**src/hw/rtl/conv2d_zero_padded_engine_defines.svh**
```systemverilog
// ----------------------------------------------------------------------------
// conv2d_zero_padded_engine_defines
// Assertion macros used by the convolution engine RTL.
// ----------------------------------------------------------------------------
`ifndef CONV2D_ZERO_PADDED_ENGINE_DEFINES_SVH
`define CONV2D_ZERO_PADDED_ENGINE_DEFINES_SVH

// Same-cycle implication, sampled on clk, off while arst_n is low
`define C2D_ASSERT_IMPL(lbl, ante, cons, msg) \
	lbl: assert property (@(posedge clk) disable iff (!arst_n) (ante) |-> (cons)) else $error(msg);

// Next-cycle implication, sampled on clk, off while arst_n is low
`define C2D_ASSERT_NEXT(lbl, ante, cons, msg) \
	lbl: assert property (@(posedge clk) disable iff (!arst_n) (ante) |=> (cons)) else $error(msg);

`endif

```
**src/hw/rtl/c2d_ram.sv**
```systemverilog
// ----------------------------------------------------------------------------
// c2d_ram
// Generic simple dual-port RAM: one write port, one read port, registered read.
// ----------------------------------------------------------------------------
module c2d_ram #(
	parameter int WIDTH = 16,
	parameter int DEPTH = 16,
	localparam int AW = (DEPTH > 1) ? $clog2(DEPTH) : 1
) (
	input  logic             clk,
	input  logic             we,
	input  logic [AW-1:0]    waddr,
	input  logic [WIDTH-1:0] wdata,
	input  logic [AW-1:0]    raddr,
	output logic [WIDTH-1:0] rdata
);

	logic [WIDTH-1:0] mem [DEPTH];

	always_ff @(posedge clk) begin
		if (we) begin
			mem[waddr] <= wdata;
		end
		rdata <= mem[raddr];
	end

endmodule

```
**config.mk**
```make
export PLATFORM = sky130hd
export DESIGN_NAME = c2d_ram
export DESIGN_NICKNAME = d
export VERILOG_FILES = /design/src/hw/rtl/conv2d_zero_padded_engine_defines.svh /design/src/hw/rtl/c2d_ram.sv
export SDC_FILE = /design/constraint.sdc
export NUM_CORES = 1
export LEC_CHECK = 0
export ABC_CLOCK_PERIOD_IN_PS = 2900
export BUFFER_PORTS_ARGS = -buffer_cell sky130_fd_sc_hd__buf_4
export CAP_MARGIN = 10
export CELL_PAD_IN_SITES_DETAIL_PLACEMENT = 0
export CELL_PAD_IN_SITES_GLOBAL_PLACEMENT = 1
export CORE_UTILIZATION = 40
export CTS_CLUSTER_SIZE = 8
export DETAILED_ROUTE_END_ITERATION = 8
export PLACE_DENSITY_LB_ADDON = 0.1
export SLEW_MARGIN = 20
export SYNTH_ARGS = -nofsm -noshare
export SYNTH_HDL_FRONTEND = slang
export SYNTH_SLANG_ARGS = --single-unit
```
**constraint.sdc**
```tcl
create_clock -name clk -period 2.9 [get_ports clk]
set_clock_uncertainty 0.05 [all_clocks]
set_input_delay 0.29 -clock clk [delete_from_list [all_inputs] [get_ports clk]]
set_output_delay 0.29 -clock clk [all_outputs]
set_load 0.1 [all_outputs]
```
==> flow_summary.html <==
<table>
<tr><th>Metric</th><th>Value</th></tr>
<tr><th colspan="2">Pwr</th></tr>
<tr><td>Power density over the cells</td><td>756 nW/um^2</td></tr>
<tr><td>Proportion of total power due to net switching</td><td>21.3%</td></tr>
<tr><td>Sequential power share</td><td>48.5%</td></tr>
<tr><td>Power share of the clock group</td><td>44.8%</td></tr>
<tr><td>Leakage power</td><td>3.98 nW</td></tr>
<tr><td>Psw</td><td>1.95 mW</td></tr>
<tr><td>Design internal power</td><td>7.19 mW</td></tr>
<tr><td>Max IR drop VDD</td><td>496 uV</td></tr>
<tr><td>Gate power share</td><td>6.7%</td></tr>
<tr><th colspan="2">Synth</th></tr>
<tr><td>Netlist area before placement</td><td>10,000 sq um</td></tr>
<tr><td>Number of cells produced by synthesis</td><td>432</td></tr>
<tr><td>Post-synthesis sequential area ratio</td><td>79.7%</td></tr>
<tr><td>Count of yosys warnings during synthesis</td><td>0</td></tr>
<tr><td>Number of storage elements in the synthesis netlist</td><td>272</td></tr>
<tr><td>Net count after synthesis</td><td>458</td></tr>
<tr><td>Syn_area_per_cell</td><td>23.2 sq um</td></tr>
<tr><td>Count of unique library cells instantiated by Yosys</td><td>19</td></tr>
<tr><th colspan="2">Clocking</th></tr>
<tr><td>CTS Buffer Depth</td><td>3</td></tr>
<tr><td>Number of buffers created by CTS</td><td>39</td></tr>
<tr><td>TritonCTS clock tree</td><td>done</td></tr>
<tr><td>Resized cells post-CTS</td><td>0</td></tr>
<tr><td>Number of buffers added to fix hold violations after cts</td><td>0</td></tr>
<tr><td>Root buffer selected by CTS</td><td>clkbuf_16</td></tr>
<tr><td>Htree depth</td><td>2</td></tr>
<tr><td>Clock edge transition at the registers on the reported setup and hold paths</td><td>50 ps</td></tr>
<tr><td>Number of clock sinks</td><td>272</td></tr>
<tr><td>Number of buffers inserted to repair setup after CTS</td><td>0</td></tr>
<tr><td>Clock network latency to the later pin of the worst-skew pair</td><td>500 ps</td></tr>
<tr><th colspan="2">Critical path</th></tr>
<tr><td>Critical path's slowest cell</td><td>dfxtp_1</td></tr>
<tr><td>Crit Path Class</td><td>register to output pin</td></tr>
<tr><td>Chain of cells forming the critical path</td><td>buf_4</td></tr>
<tr><td>Family with the most delay on the worst path</td><td>flip-flops</td></tr>
<tr><td>Worst EP required</td><td>2560 ps</td></tr>
<tr><td>Biggest cell delay along the critical path</td><td>370 ps</td></tr>
<tr><td>Type of destination of the critical path</td><td>output pin</td></tr>
<tr><td>Endpoint arrival time on the critical path</td><td>1190 ps</td></tr>
<tr><td>Peak fanout along the critical path</td><td>1</td></tr>
<tr><td>Buffers plus inverters on the worst setup path</td><td>1</td></tr>
<tr><td>CP startpoint kind</td><td>register</td></tr>
<tr><th colspan="2">Global route</th></tr>
<tr><td>Busiest metal layer after global routing</td><td>met2</td></tr>
<tr><td>Met3 demand-to-capacity share in global routing</td><td>3.33%</td></tr>
<tr><td>Overall Global Routing Usage</td><td>17.7%</td></tr>
<tr><td>Antenna violations before repair</td><td>0</td></tr>
<tr><td>Pin count of the biggest net entering global routing</td><td>60</td></tr>
<tr><td>Met1 usage</td><td>26.2%</td></tr>
<tr><td>Global route total overflow</td><td>0</td></tr>
<tr><td>Met2 usage in global routing</td><td>27.1%</td></tr>
<tr><td>Global-route wire length before repair</td><td>32,700 microns</td></tr>
<tr><td>Via count of the first global-routing pass</td><td>5,016</td></tr>
<tr><th colspan="2">Drt</th></tr>
<tr><td>Number of iterations in the first detailed-routing pass</td><td>4</td></tr>
<tr><td># DRC</td><td>0</td></tr>
<tr><td>Total via count in the routed design</td><td>4,687</td></tr>
<tr><td>Initial drt markers</td><td>335</td></tr>
<tr><td>Vias per cell</td><td>5.36</td></tr>
<tr><td>Overall routed net length</td><td>21,800 microns</td></tr>
<tr><td>Wirelength per Cell</td><td>25.0 microns</td></tr>
<tr><td>Routed Antenna Nets</td><td>0</td></tr>
<tr><th colspan="2">Floorplan</th></tr>
<tr><td>Top-level I/O count</td><td>42</td></tr>
<tr><td>Die W</td><td>160 microns</td></tr>
<tr><td>Die Ht</td><td>160 microns</td></tr>
<tr><td>Core region area</td><td>24,500 sq um</td></tr>
<tr><td>Total die area</td><td>25,700 sq um</td></tr>
<tr><td>Cell Rows</td><td>57</td></tr>
<tr><td>Effective utilization at floorplan</td><td>41.1%</td></tr>
<tr><th colspan="2">Place</th></tr>
<tr><td>Placer Congestion</td><td>0.720</td></tr>
<tr><td>HPWL after DPL</td><td>12,600 microns</td></tr>
<tr><td>Quantity of I/O buffers inserted on ports</td><td>41</td></tr>
<tr><th colspan="2">Cells and area</th></tr>
<tr><td>Fraction of layout cells with a size suffix above 1</td><td>33.8%</td></tr>
<tr><td>Final design utilization</td><td>49.4%</td></tr>
<tr><td>Antenna cells</td><td>0</td></tr>
<tr><td>Net total in the final layout</td><td>550</td></tr>
<tr><td>Syn-to-layout area delta</td><td>20.4%</td></tr>
<tr><th colspan="2">Timing</th></tr>
<tr><td>Part of the cycle the worst path needs</td><td>52.6%</td></tr>
<tr><td>Shortest period the worst path allows</td><td>1530 ps</td></tr>
<tr><td>Fmax achieved</td><td>656 MHz</td></tr>
<tr><td>Max-slew violation total from the final report</td><td>0</td></tr>
<tr><td>Number of endpoints failing setup at the final stage</td><td>0</td></tr>
<tr><td>Transition time of the tightest slew-check pin</td><td>618 ps</td></tr>
<tr><td>Total negative slack</td><td>0 ps</td></tr>
<tr><td>Total count of hold-check failures in the final report</td><td>0</td></tr>
<tr><td>RSZ-0062 raised after global routing</td><td>false</td></tr>
<tr><td>Tightest slew margin relative to the limit</td><td>58.6%</td></tr>
<tr><th colspan="2">Flow run</th></tr>
<tr><td>Max_cap viols</td><td>0</td></tr>
<tr><th colspan="2">Worst hold path</th></tr>
<tr><td>Worst Hold Class</td><td>input port to register</td></tr>
<tr><th colspan="2">Run status</th></tr>
<tr><td>Run status</td><td>complete, no violations</td></tr>
</table>
## state kept, by name, summed over array words and instances, names as in the netlist
signal  flops
mem       256
rdata      16
## power by group through the flow
stage,Clock [mW],Combinational (mW),Sequential (mW)
2_1_floorplan,0,0.214,4.69
3_3_place_gp,0,0.617,4.50
3_5_place_dp,0,0.621,4.51
4_1_cts,4.18,0.622,4.43
5_1_grt,4.35,0.649,4.43
6_report,4.10,0.610,4.43
## stage by stage
stage | cell area (sq um) | power (mW) | worst slack [ps] | hold WS [ps] | instances
floorplan | 10000 | 4.90 | 505 | 339 | 432
global placement | 11000 | 5.12 | 947 | 529 | 807
detailed placement | 11000 | 5.13 | 957 | 539 | 807
CTS | 12100 | 9.24 | 1340 | 14.9 | 874
global route | 12100 | 9.43 | 1340 | 30.8 | 874
finish | 12100 | 9.14 | 1370 | 32.7 | 874
## worst paths after layout
kind | startpoint | to | slack, ps | cells past startpoint
max | rdata[10] | rdata[10] | 1370 | 1
min | wdata[12] | mem[14][12] | 30 | 1
max reg2reg | mem[3][2] | rdata[2] | 1560 | 3
min reg2reg | mem[6][12] | rdata[12] | 620 | 3
## cell usage after synthesis
| cell type | number | area, sq um |
|---|---|---|
| edfxtp_1 | 256 | 7690 |
| mux4_2 | 54 | 1220 |
| a22oi_1 | 32 | 240 |
| nand2_1 | 17 | 63.8 |
| dfxtp_1 | 16 | 320 |
| nor2_1 | 13 | 48.8 |
| mux4_1 | 10 | 263 |
| clkbuf_1 | 8 | 30.0 |
| buf_6 | 4 | 45.0 |
| nor3_1 | 4 | 20.0 |
| buf_1 | 3 | 11.3 |
| buf_2 | 3 | 15.0 |
| buf_4 | 3 | 22.5 |
| nand2b_1 | 2 | 12.5 |
| nand3b_1 | 2 | 15.0 |
| nor2b_1 | 2 | 12.5 |
| and2_1 | 1 | 6.26 |
| nand3_1 | 1 | 5.00 |
| or3b_2 | 1 | 8.76 |
## placed cells by master, fill, tap and decap left out, drive strengths merged
cell    instances
nand3b          2
edfxtp        256
mux4           64
nand2          17
dfxtp          16
nand2b          2
or3b            1
buf            72
nor2b           2
nor2           13
nor3            4
and2            1
nand3           1
a22oi          32
clkbuf         67
## routing by layer
layer | vias to the layer above | wire length (microns)
met1 | 2509 | 10100
met3 | 34 | 1170
met4 | 0 | 384
li1 | 2035 | -
met2 | 109 | 10200
met5 | - | 0
## cell type report
type	count	area [sq um]
fill	1995	12400
tap	324	405
multi-input combinational	139	1970
clock buffer	67	1120
timing repair buffer	72	591
sequential	272	8010
## logic make-up (layout without fill, tap and decap cells)
family | after synthesis | in the layout | synth area share, %
and+or+nand+nor | 43 | 43 | 1.92
buffers and inverters | 21 | 139 | 1.23
muxes | 64 | 64 | 14.7
DFF | 272 | 272 | 79.7
AOI/OAI and AO/OA | 32 | 32 | 2.39
Power figures use the tool's default switching activity.
